--- src/design/msqs_pkg.sv ---
package msqs_pkg;

  localparam int NUM_QUEUES_DEF  = 4;
  localparam int FIFO_DEPTH_DEF  = 16;
  localparam int STAMP_WIDTH_DEF = 16;

  localparam int CFG_QUEUES = 4;
  localparam int CFG_QW     = 2;
  localparam int WAIT_W     = 15;
  localparam int GAIN_W     = 16;
  localparam int OP_W       = 2;
  localparam int QI_W       = 2;
  localparam int STATUS_W   = 2;
  localparam int CFG_IDX_W  = 4;
  localparam int CFG_DATA_W = 16;
  localparam int GAIN_ONE   = 256;
  localparam logic [GAIN_W-1:0] GAIN_RESET = 16'd256;

  localparam logic [CFG_IDX_W-1:0] CFG_WAIT_BASE = 4'd0;
  localparam logic [CFG_IDX_W-1:0] CFG_GAIN_BASE = 4'd4;
  localparam logic [CFG_IDX_W-1:0] CFG_END       = 4'd8;

  typedef enum logic [OP_W-1:0] {
    OP_INSERT  = 2'd0,
    OP_DROP    = 2'd1,
    OP_REQUEST = 2'd2
  } op_t;

  typedef enum logic [STATUS_W-1:0] {
    ST_OK    = 2'd0,
    ST_FULL  = 2'd1,
    ST_EMPTY = 2'd2
  } status_t;

  // signed slack holds wait_limit minus an unsigned age
  function automatic int slack_width(int stamp_w);
    return (stamp_w + 1 > WAIT_W + 1) ? stamp_w + 1 : WAIT_W + 1;
  endfunction

  function automatic int key_width(int stamp_w);
    return slack_width(stamp_w) + GAIN_W + 1;
  endfunction

endpackage

--- src/design/max_wait_slack_queue_scheduler.sv ---
// Max-wait slack queue scheduler for one output port.
// Input channel in_*: one command item per handshake (insert, drop newest,
// request next queue). Result channel out_*: exactly one result item per
// command, in order. Config channel cfg_*: register writes, always ready;
// write only while no command is in flight.
// Insert and drop: executed in S_EXEC; the result is loaded in S_RESP.
// Request: scans the queues one at a time through a single stamp memory
// read port and one shared key multiplier; an empty queue visits only S_RD,
// a busy queue S_RD, S_KEY and S_CMP; then S_POP serves the winner and
// S_RESP loads the result.
// One command is processed at a time; in_tready is high only when idle,
// so a new command is not taken before the last result is loaded.
// A finished result sits in the output register; if the receiver stalls,
// the block holds the next result until that register drains.
// Reset empties all queues, zeroes the served counter and loads the
// default wait limits (0) and gains (1.0). Stamp memory is not cleared.
module max_wait_slack_queue_scheduler
  import msqs_pkg::*;
#(
  parameter int NUM_QUEUES  = NUM_QUEUES_DEF,
  parameter int FIFO_DEPTH  = FIFO_DEPTH_DEF,
  parameter int STAMP_WIDTH = STAMP_WIDTH_DEF
) (
  input  logic                  clk,
  input  logic                  rst_n,
  input  logic                  in_tvalid,
  output logic                  in_tready,
  input  logic [7:0]            in_tdata,   // [1:0] op, [3:2] queue_index
  output logic                  out_tvalid,
  input  logic                  out_tready,
  output logic [7:0]            out_tdata,  // [1:0] status, [3:2] granted_queue
  input  logic                  cfg_valid,
  output logic                  cfg_ready,
  input  logic [CFG_IDX_W-1:0]  cfg_index,
  input  logic [CFG_DATA_W-1:0] cfg_data
);

  localparam int QW = (NUM_QUEUES > 1) ? $clog2(NUM_QUEUES) : 1;
  localparam int PW = $clog2(FIFO_DEPTH);
  localparam int CW = $clog2(FIFO_DEPTH + 1);
  localparam int AW = QW + PW;
  localparam int KW = key_width(STAMP_WIDTH);

  typedef enum logic [2:0] {
    S_IDLE, S_EXEC, S_RD, S_KEY, S_CMP, S_POP, S_RESP
  } state_t;

  state_t                 state_r;
  logic [OP_W-1:0]        op_r;
  logic [QI_W-1:0]        qi_r;
  logic [PW-1:0]          head_r [NUM_QUEUES];
  logic [CW-1:0]          fill_r [NUM_QUEUES];
  logic [STAMP_WIDTH-1:0] cnt_r;
  logic [WAIT_W-1:0]      wait_r [CFG_QUEUES];
  logic [GAIN_W-1:0]      gain_r [CFG_QUEUES];
  logic [QW-1:0]          qc_r;
  logic [QW-1:0]          win_r;
  logic                   found_r;
  logic signed [KW-1:0]   best_r;
  status_t                res_status_r;
  logic [QW-1:0]          res_grant_r;
  logic                   out_valid_r;
  status_t                out_status_r;
  logic [QI_W-1:0]        out_grant_r;

  logic                   qi_ok;
  logic [QW-1:0]          qi_q;
  logic                   q_full;
  logic [CW:0]            slot_sum;
  logic [PW-1:0]          slot;
  logic                   last_q;
  logic                   mem_we;
  logic                   mem_re;
  logic [STAMP_WIDTH-1:0] mem_rdata;
  logic signed [KW-1:0]   key;
  logic [PW-1:0]          head_inc;
  logic                   resp_load;

  assign in_tready = (state_r == S_IDLE);
  assign cfg_ready = 1'b1;
  assign out_tvalid = out_valid_r;
  assign out_tdata = {4'b0, out_grant_r, out_status_r};

  assign qi_ok    = ({1'b0, qi_r} < (QI_W+1)'(NUM_QUEUES));
  assign qi_q     = qi_r[QW-1:0];
  assign q_full   = (fill_r[qi_q] >= CW'(FIFO_DEPTH));
  assign slot_sum = (CW+1)'(head_r[qi_q]) + (CW+1)'(fill_r[qi_q]);
  assign slot     = (slot_sum >= (CW+1)'(FIFO_DEPTH)) ?
                    PW'(slot_sum - (CW+1)'(FIFO_DEPTH)) : PW'(slot_sum);
  assign last_q   = (qc_r == QW'(NUM_QUEUES - 1));
  assign head_inc = (head_r[win_r] == PW'(FIFO_DEPTH - 1)) ? '0 : head_r[win_r] + 1'b1;
  assign resp_load = (state_r == S_RESP) && (!out_valid_r || out_tready);

  assign mem_we = (state_r == S_EXEC) && (op_r == OP_INSERT) && qi_ok && !q_full;
  assign mem_re = (state_r == S_RD) && (fill_r[qc_r] != '0);

  msqs_stamp_mem #(
    .DATA_W (STAMP_WIDTH),
    .ADDR_W (AW)
  ) u_mem (
    .clk     (clk),
    .we      (mem_we),
    .waddr   ({qi_q, slot}),
    .wdata   (cnt_r),
    .re      (mem_re),
    .raddr   ({qc_r, head_r[qc_r]}),
    .rdata_r (mem_rdata)
  );

  msqs_key_unit #(
    .STAMP_W (STAMP_WIDTH)
  ) u_key (
    .clk        (clk),
    .load       (state_r == S_KEY),
    .stamp      (mem_rdata),
    .counter    (cnt_r),
    .wait_limit (wait_r[CFG_QW'(qc_r)]),
    .gain       (gain_r[CFG_QW'(qc_r)]),
    .key_r      (key)
  );

  always_ff @(posedge clk) begin
    if (!rst_n) begin
      for (int i = 0; i < CFG_QUEUES; i++) begin
        wait_r[i] <= '0;
        gain_r[i] <= GAIN_RESET;
      end
    end else if (cfg_valid) begin
      if (cfg_index < CFG_GAIN_BASE) begin
        wait_r[CFG_QW'(cfg_index - CFG_WAIT_BASE)] <= cfg_data[WAIT_W-1:0];
      end else if (cfg_index < CFG_END) begin
        gain_r[CFG_QW'(cfg_index - CFG_GAIN_BASE)] <= cfg_data[GAIN_W-1:0];
      end
    end
  end

  always_ff @(posedge clk) begin
    if (!rst_n) begin
      state_r     <= S_IDLE;
      out_valid_r <= 1'b0;
      cnt_r       <= '0;
      found_r     <= 1'b0;
      for (int i = 0; i < NUM_QUEUES; i++) begin
        head_r[i] <= '0;
        fill_r[i] <= '0;
      end
    end else begin
      if (resp_load) begin
        out_valid_r <= 1'b1;
      end else if (out_valid_r && out_tready) begin
        out_valid_r <= 1'b0;
      end
      case (state_r)
        S_IDLE: begin
          if (in_tvalid) begin
            op_r    <= in_tdata[OP_W-1:0];
            qi_r    <= in_tdata[OP_W+QI_W-1:OP_W];
            state_r <= S_EXEC;
          end
        end
        S_EXEC: begin
          res_grant_r <= '0;
          case (op_r)
            OP_INSERT: begin
              state_r <= S_RESP;
              if (!qi_ok) begin
                res_status_r <= ST_EMPTY;
              end else if (q_full) begin
                res_status_r <= ST_FULL;
              end else begin
                fill_r[qi_q] <= fill_r[qi_q] + 1'b1;
                res_status_r <= ST_OK;
              end
            end
            OP_DROP: begin
              state_r <= S_RESP;
              if (qi_ok && (fill_r[qi_q] != '0)) begin
                fill_r[qi_q] <= fill_r[qi_q] - 1'b1;
                res_status_r <= ST_OK;
              end else begin
                res_status_r <= ST_EMPTY;
              end
            end
            OP_REQUEST: begin
              qc_r    <= '0;
              found_r <= 1'b0;
              state_r <= S_RD;
            end
            default: begin
              res_status_r <= ST_EMPTY;
              state_r      <= S_RESP;
            end
          endcase
        end
        S_RD: begin
          if (fill_r[qc_r] != '0) begin
            state_r <= S_KEY;
          end else if (last_q) begin
            state_r <= S_POP;
          end else begin
            qc_r <= qc_r + 1'b1;
          end
        end
        S_KEY: begin
          state_r <= S_CMP;
        end
        S_CMP: begin
          if (!found_r || (key < best_r)) begin
            found_r <= 1'b1;
            best_r  <= key;
            win_r   <= qc_r;
          end
          if (last_q) begin
            state_r <= S_POP;
          end else begin
            qc_r    <= qc_r + 1'b1;
            state_r <= S_RD;
          end
        end
        S_POP: begin
          if (found_r) begin
            head_r[win_r] <= head_inc;
            fill_r[win_r] <= fill_r[win_r] - 1'b1;
            cnt_r         <= cnt_r + 1'b1;
            res_status_r  <= ST_OK;
            res_grant_r   <= win_r;
          end else begin
            res_status_r <= ST_EMPTY;
            res_grant_r  <= '0;
          end
          state_r <= S_RESP;
        end
        S_RESP: begin
          if (resp_load) begin
            out_status_r <= res_status_r;
            out_grant_r  <= QI_W'(res_grant_r);
            state_r      <= S_IDLE;
          end
        end
        default: begin
          state_r <= S_IDLE;
        end
      endcase
    end
  end

  a_fill_bound: assert property (@(posedge clk) disable iff (!rst_n)
    fill_r[0] <= CW'(FIFO_DEPTH))
    else $error("queue 0 fill count above depth");

  a_grant_only_ok: assert property (@(posedge clk) disable iff (!rst_n)
    out_valid_r && (out_status_r != ST_OK) |-> (out_grant_r == '0))
    else $error("granted queue set on a failed command");

  a_cnt_on_pop: assert property (@(posedge clk) disable iff (!rst_n)
    (state_r == S_POP) && !found_r |=> $stable(cnt_r))
    else $error("served counter moved without a grant");

  a_resp_before_idle: assert property (@(posedge clk) disable iff (!rst_n)
    (state_r == S_RESP) && (!out_valid_r || out_tready) |=> out_valid_r && in_tready)
    else $error("result not loaded when leaving response state");

endmodule

--- src/design/msqs_stamp_mem.sv ---
module msqs_stamp_mem #(
  parameter int DATA_W = 16,
  parameter int ADDR_W = 6
) (
  input  logic              clk,
  input  logic              we,
  input  logic [ADDR_W-1:0] waddr,
  input  logic [DATA_W-1:0] wdata,
  input  logic              re,
  input  logic [ADDR_W-1:0] raddr,
  output logic [DATA_W-1:0] rdata_r
);

  logic [DATA_W-1:0] mem [2**ADDR_W];

  always_ff @(posedge clk) begin
    if (we) begin
      mem[waddr] <= wdata;
    end
    if (re) begin
      rdata_r <= mem[raddr];
    end
  end

endmodule

--- src/design/msqs_key_unit.sv ---
module msqs_key_unit
  import msqs_pkg::*;
#(
  parameter int STAMP_W = STAMP_WIDTH_DEF
) (
  input  logic                                   clk,
  input  logic                                   load,
  input  logic [STAMP_W-1:0]                     stamp,
  input  logic [STAMP_W-1:0]                     counter,
  input  logic [WAIT_W-1:0]                      wait_limit,
  input  logic [GAIN_W-1:0]                      gain,
  output logic signed [key_width(STAMP_W)-1:0]   key_r
);

  localparam int SLW = slack_width(STAMP_W);
  localparam int KW  = key_width(STAMP_W);

  logic [STAMP_W-1:0]      age;
  logic signed [SLW-1:0]   slack;
  logic signed [GAIN_W:0]  factor;
  logic signed [KW-1:0]    product;

  assign age   = counter - stamp;
  assign slack = $signed({{(SLW-WAIT_W){1'b0}}, wait_limit})
               - $signed({{(SLW-STAMP_W){1'b0}}, age});

  // overdue queues (slack at or below zero) take their own gain, others a gain of one
  always_comb begin
    if (slack[SLW-1] || (slack == '0)) begin
      factor = $signed({1'b0, gain});
    end else begin
      factor = $signed((GAIN_W+1)'(GAIN_ONE));
    end
  end

  assign product = slack * factor;

  always_ff @(posedge clk) begin
    if (load) begin
      key_r <= product;
    end
  end

endmodule
--- config.mk ---
export PLATFORM = sky130hd
export DESIGN_NAME = max_wait_slack_queue_scheduler
export DESIGN_NICKNAME = d
export VERILOG_FILES = /design/src/design/msqs_pkg.sv /design/src/design/max_wait_slack_queue_scheduler.sv /design/src/design/msqs_stamp_mem.sv /design/src/design/msqs_key_unit.sv
export SDC_FILE = /design/constraint.sdc
export NUM_CORES = 2
export LEC_CHECK = 0
export BUFFER_PORTS_ARGS = -buffer_cell sky130_fd_sc_hd__clkbuf_2
export CORE_MARGIN = 2
export CORE_UTILIZATION = 27
export DETAILED_ROUTE_END_ITERATION = 6
export GPL_ROUTABILITY_DRIVEN = 0
export RECOVER_POWER = 25
export SYNTH_ARGS = -nofsm -noshare
export SYNTH_HDL_FRONTEND = slang
export SYNTH_SLANG_ARGS = --single-unit
--- constraint.sdc ---
create_clock -name clk -period 14.53 [get_ports clk]
set_clock_uncertainty 0.2 [all_clocks]
set_input_delay 1.453 -clock clk [delete_from_list [all_inputs] [get_ports clk]]
set_output_delay 1.453 -clock clk [all_outputs]
set_load 0.05 [all_outputs]
# After elaboration in Yosys (flattened, before gate mapping)
# Memories as Yosys holds them, arrays and structs flattened. A register that Yosys moved wholly into a read port is not among the register bits.
# Cells that the tools add are included.
[word_totals]
register_bits = 105
output_inout_bits = 11
ramBits = 1184
n_memories = 5
in_bits = 33
[memory_table]
columns = ["memory", "words", "word_bits", "read_ports", "rd_clocked_by_memory_dff", "wr", "line", "rtl"]
rows = [
  ["u_mem.mem", 64, 16, 1, 1, 1, "msqs_stamp_mem.sv:14", "logic [DATA_W-1:0] mem [2**ADDR_W];"],
  ["gain_r", 4, 16, 1, 1, 4, "max_wait_slack_queue_scheduler.sv:55", "logic [GAIN_W-1:0] gain_r [CFG_QUEUES];"],
  ["wait_r", 4, 15, 1, 1, 4, "max_wait_slack_queue_scheduler.sv:54", "logic [WAIT_W-1:0] wait_r [CFG_QUEUES];"],
  ["fill_r", 4, 5, 3, 3, 4, "max_wait_slack_queue_scheduler.sv:52", "logic [CW-1:0] fill_r [NUM_QUEUES];"],
  ["head_r", 4, 4, 3, 3, 4, "max_wait_slack_queue_scheduler.sv:51", "logic [PW-1:0] head_r [NUM_QUEUES];"],
]
[classes]
bitwise = 1
reduce_logical = 34
n_addsub = 11
n_mux = 76
multipliers = 1
n_eq_ne = 17
order_cmp = 5
[op_table]
columns = ["op", "n"]
rows = [
  ["two-way mux 2 bit", 19],
  ["two-way mux 1 bit", 36],
  ["less-than comparator 34 bit", 1],
  ["multiplier 17 x 17 -> 34 bit", 1],
  ["two-way mux 16 bit", 2],
  ["one-hot mux 3 bit (7 select lines)", 1],
  ["two-way mux 3 bit", 6],
  ["AND reduction 3 bit", 6],
  ["zero test 17 bit", 1],
  ["subtractor 15 x 16 -> 17 bit", 1],
  ["adder 16 x 1 -> 16 bit (second input constant)", 1],
  ["OR reduction 16 bit", 1],
  ["subtractor 16 bit", 1],
  ["two-way mux 15 bit", 1],
  ["two-way mux 5 bit", 3],
  ["OR reduction 15 bit", 1],
  ["two-way mux 4 bit", 3],
  ["one-hot mux 2 bit (3 select lines)", 2],
  ["inequality test 2 bit (second input constant)", 5],
  ["nonzero test 5 bit", 2],
  ["OR reduction 5 bit", 2],
  ["subtractor 5 x 1 -> 5 bit (second input constant)", 2],
  ["equality test 3 bit (second input constant)", 3],
  ["one-hot mux 2 bit (2 select lines)", 2],
  ["other kinds (29)", 42],
]

# Longest topological paths before layout
[logic_depth]
word_depth = 10
ltp_mapped = 45
mapped_depth_nobuf = 44

# Cells and area by module
# Synthesis repeated with hierarchy kept, for this count alone.
[hier_totals]
cells_unflattened = 4196
area_unflattened_um2 = 65323.9
[by_module_without_submodules]
columns = ["mod", "cells_per_inst", "seq_area_each_um2", "instances", "area_per_inst_um2"]
rows = [
  ["msqs_stamp_mem", 1829, 31230.0, 1, 40202.3],
  ["msqs_key_unit", 1479, 1021.0, 1, 13420.4],
  ["max_wait_slack_queue_scheduler", 888, 6846.6, 1, 11701.2],
]

# Worst setup path before layout
# Ideal clock, no wire load.
[synth_timing]
path_kind = "reg2reg"
from = "register cnt_r[0]"
to = "register u_key.key_r[32], data pin"
arrival_time_ns = 10.590
stages_incl_launch_ff = 43
synth_period_minus_slack_ns = 11.055
slack_ns = 3.475
required_ns = 14.065
path_buffers = 2
setup_time_ns = 0.265
path_cell_list = "dfxtp_1 -> inv_1 -> ha_1 -> fa_1 -> nor2b_1 -> o21ai_0 -> a21boi_0 -> o21ai_0 -> a21boi_0 -> o21ai_0 -> nand2b_1 -> xnor2_1 -> ha_1 -> a21o_1 -> a21oi_2 -> o31ai_1 -> or4_1 -> o22ai_2 -> [7 not listed] -> inv_1 -> fa_1 -> fa_1 -> fa_1 -> fa_1 -> inv_1 -> fa_1 -> inv_1 -> ha_1 -> a211oi_1 -> o21ai_0 -> a221oi_1 -> a21boi_0 -> o211ai_1 -> a21oi_1 -> a211oi_1 -> a22oi_1 -> xor2_1"
[synth_between]
elab_chain_cells = 6
[synth_rtl]
columns = ["element", "line", "rtl"]
rows = [
  ["start: declaration", "max_wait_slack_queue_scheduler.sv:53", "logic [STAMP_WIDTH-1:0] cnt_r;"],
  ["start signal: assignment", "max_wait_slack_queue_scheduler.sv:224", "cnt_r <= cnt_r + 1'b1;"],
  ["subtractor 16 bit *", "msqs_key_unit.sv:23", "assign age = counter - stamp;"],
  ["subtractor 15 x 16 -> 17 bit *", "msqs_key_unit.sv:25", "- $signed({{(SLW-STAMP_W){1'b0}}, age});"],
  ["zero test 17 bit", "msqs_key_unit.sv:29", "if (slack[SLW-1] || (slack == '0)) begin"],
  ["logical OR 1 bit", "msqs_key_unit.sv:29", ""],
  ["two-way mux 16 bit", "msqs_key_unit.sv:29", ""],
  ["multiplier 17 x 17 -> 34 bit *", "msqs_key_unit.sv:36", "assign product = slack * factor;"],
  ["net u_key.product[32]", "msqs_key_unit.sv:21", "logic signed [KW-1:0] product;"],
  ["end signal: assignment", "msqs_key_unit.sv:40", "key_r <= product;"],
  ["end: declaration", "msqs_key_unit.sv:12", "output logic signed [key_width(STAMP_W)-1:0] key_r"],
]
# The timed path passes the listed nets; every way through them passes the cells marked *.
# A chain may end at the register's enable or synchronous reset.

# Worst setup path after layout
[layout_timing]
from = "register cnt_r[2]"
to = "register u_key.key_r[32], data pin"
# Same word-level chain as after synthesis.

==> summary.md <==
| Metric | Value |
|---|---|
| Mapped cell area | between 60000 and 70000 sq um |
| CTS buffer count | 138 |
| Via density | roughly 4.6 |
| HPWL Detailed | 92700 um |
| Top-level I/O count | 44 |
| CP endpoint | u_key.key_r[32] |
| EDFF count, synth | ~1300 |
| R2r endpoint | u_key.key_r[32] |
| Worst reg2reg path depth | 42 |
| Slew @ Worst Pin | 3.57 ns |
| Drt first-iter violations | 3326 |
| Most used cell, CP | fa_1 |
| Residual DRC count | 10 |
| Via count | 34200 |
| Yosys top cell area share | 59.7% |
| Area Growth Syn to Fin | 13.6% |
| Final Max Slew Viols | about 600 |
| Routed Antenna Nets | 0 |
| Seq/Total Area, Yosys | 60.6% |
| H-Tree Depth | 4 |
| Antenna violations before repair | 3 |
| Worst reg2reg setup slack | 2.39 ns |
| Starting density of the core | 27.1% |
| Startpoint Class | register |
| GRT Util Overall | 12.1% |
| DR pass1 iterations | 7 |
| Row cnt | around 180 |
| Period minus WS final | 12.14 ns |
| FF-to-FF Start | cnt_r[2] |
| Met1 Track Usage GR | around 17% |
| Fmax | just over 0.08 GHz |
| Synth Flop Type | edfxtp_1 |
| MaxCap Viol Count | 10 |
| GRT Residual Overflow | 0 |
| Hold/Removal Path Class | reg2reg |
| Final period util | 83.6% |
| Critical path arrival | 12.46 ns |
| Chip height | 493 um |
| Critical Path End Type | register |
| Number of global-route vias before repair | 35400 |
| Synth Register Bits | approximately 1300 |
| Hold buffers post-CTS | 0 |
| CTS tree | built |
| Setup-failing EPs final | 0 |
| Critical path's largest stage delay | 0.61 ns |
| Setup CP Type | reg2reg |
| GR Util met3 | 1.92% |
| Clock root buffer | clkbuf_16 |
| Crit Path Max Fanout | approximately 70 |
| Slowest CP cell | or4_4 |
| Die W | 493 um |
| Dominant cell type by area after synthesis | edfxtp_1 |
| Finished Layout Cells | roughly 7400 |
| Failing checks | DRC, capacitance limit, slew limit |
| Synthesized area per cell | between 15 and 20 sq um |
| TritonCTS Sinks | 1311 |
| Die area | 243000 sq um |
| Grt peak-use layer | met2 |
| Slew margin rel. | -138% |
| Nets | 4587 |
| Ratio of cells with drive above 1 in the final layout | ~17% |
| RSZ-0062 raised after global routing | no |
| Mapped Cells | approximately 4000 |
| CTS resizes | 0 |
| Core area | around 240000 sq um |
| Dpl cells | 7139 |
| Clock-pin slew of the registers on the worst-case setup and hold paths | 0.06 ns |
| Filler instances | 23300 |
| Drt total wl | ~150000 um |
| Drt wl/cell | 20.0 um |
| Async SR Flop Fraction | 0% |
| Synth warn | 0 |
| Clk buf depth | 3 |
| Synth unique cells | 72 |
| Status | complete, but fails checks |
| Setup crit start | cnt_r[2] |
| Quantity of I/O buffers inserted on ports | 34 |
| CP required | roughly 15 ns |
| Met2 Usage GRT | 19.5% |
| Post-CTS setup buffer count | 0 |
| Largest net degree at the start of global routing | 126 |
| Most frequent cells in the layout | 1284 x edfxtp_1, 458 x inv_1, 333 x mux4_2, 283 x fa_1, 185 x nor2_1 |
| Clock Latency Late Sink | 0.79 ns |
| Area contributors post-synth | edfxtp_1 60%, mux4_2 12%, fa_1 8.8% |
| TNS Setup | 0 ns |
| Global-route wire length before repair | roughly 220000 um |
| Commonest non-fill, non-tap cell in the layout | edfxtp_1 |
| Hold Violations, Final | 0 |
[synth_stat cells (4+ instances only)]
cell type and instances:
and3_1 44, nand2_1 178, nor4b_1 4, o21ai_0 58
clkbuf_1 113, o21bai_1 5, xor2_1 26, ha_1 159
and2_1 148, nand2b_1 23, or3_1 14, a31oi_1 9
fa_1 283, edfxtp_1 1284, xnor2_1 65, nor3_1 56
buf_4 6, inv_1 458, o211ai_1 4, mux2_2 11
nor4_1 6, nor2_1 189, dfxtp_1 27, mux2i_1 151
o21a_1 11, a211oi_1 8, o31ai_1 5, buf_1 12
o21ai_1 5, mux4_2 336, nand3b_1 4, buf_2 33
and4_1 4, a21o_1 30, nand3_1 72, a21oi_1 56
nand4_1 11, a21boi_0 10, nor2b_1 20
[metrics by stage]
stage / instance area (sq um) / hold WS, ns / utilization, % / worst slack [ns]
6_report: 73300 / 0.237 / 30.8 / 2.39
5_1_grt: 73300 / 0.249 / 30.8 / 1.53
4_1_cts: 73300 / 0.244 / 30.8 / 2.38
3_5_place_dp: 69000 / 0.230 / 29.0 / 2.41
3_3_place_gp: 69000 / 0.219 / 29.0 / 2.45
2_1_floorplan: 64600 / 0.200 / - / 3.48
[state kept, by name, indices dropped and copies added (netlist names), 3 cells and up, named ones only]
name	cells
fill_r	20
cnt_r	16
wait_r	60
u_key.key_r	34
state_r	3
u_mem.mem	1024
u_mem.rdata_r	16
best_r	34
gain_r	64
head_r	16
[cells by family (layout without fill, tap and decap cells)]
| family | count (synthesis) | count (layout) | synth area share (%) |
|---|---|---|---|
| mux | 498 | 498 | 14.3 |
| fa+ha+maj | 442 | 442 | 11.9 |
| simple gates | 786 | 786 | 6.02 |
| flops | 1311 | 1311 | 60.6 |
| buf+inv | 625 | 852 | 3.76 |
| xor+xnor | 91 | 91 | 1.23 |
| compound gates | 231 | 231 | 2.28 |
| other cells | 2 | 7 | 0.0116 |
[critical path, delay by kind of cell, from the launching register on]
kind	cells	cell delay [ns]
fa+ha+maj	9	3.86
buf+inv	7	1.44
xor+xnor	3	0.63
flops	1	0.31
simple gates	5	1.46
compound gates	18	3.95
[worst min-delay path by stage]
stage | startpoint | endpoint | cells past startpoint
after CTS | res_status_r[1] | out_status_r[1] | 0
after floorplan | res_grant_r[0] | out_grant_r[0] | 0
after global placement | res_grant_r[0] | out_grant_r[0] | 0
after global routing | res_status_r[1] | out_status_r[1] | 0
after detailed placement | res_status_r[1] | out_status_r[1] | 0
final | res_status_r[0] | out_status_r[0] | 0
[final cells by class]
class | instances | area [sq um] | share of cell area, %
clock buffers | 168 | 3590 | 4.89
diodes | 2 | 5.00 | 0.00683
flip-flops and latches | 1311 | 39100 | 53.4
well taps | 3167 | 3960 | 5.41
repair buffers | 149 | 1030 | 1.41
clock inverters | 76 | 795 | 1.08
multi-input cells | 2053 | 23100 | 31.5
inverters | 459 | 1720 | 2.35
[metal layers]
| layer | vias to the layer above | part of all wire [%] |
|---|---|---|
| met5 | - | 0 |
| met4 | 0 | 2.3 |
| met3 | 202 | 6.0 |
| met2 | 1005 | 48 |
| met1 | 18100 | 44 |
| li1 | 15000 | - |
Power is not shown: default switching activity piles up to over one toggle a cycle in this logic, so the estimate is an artifact.
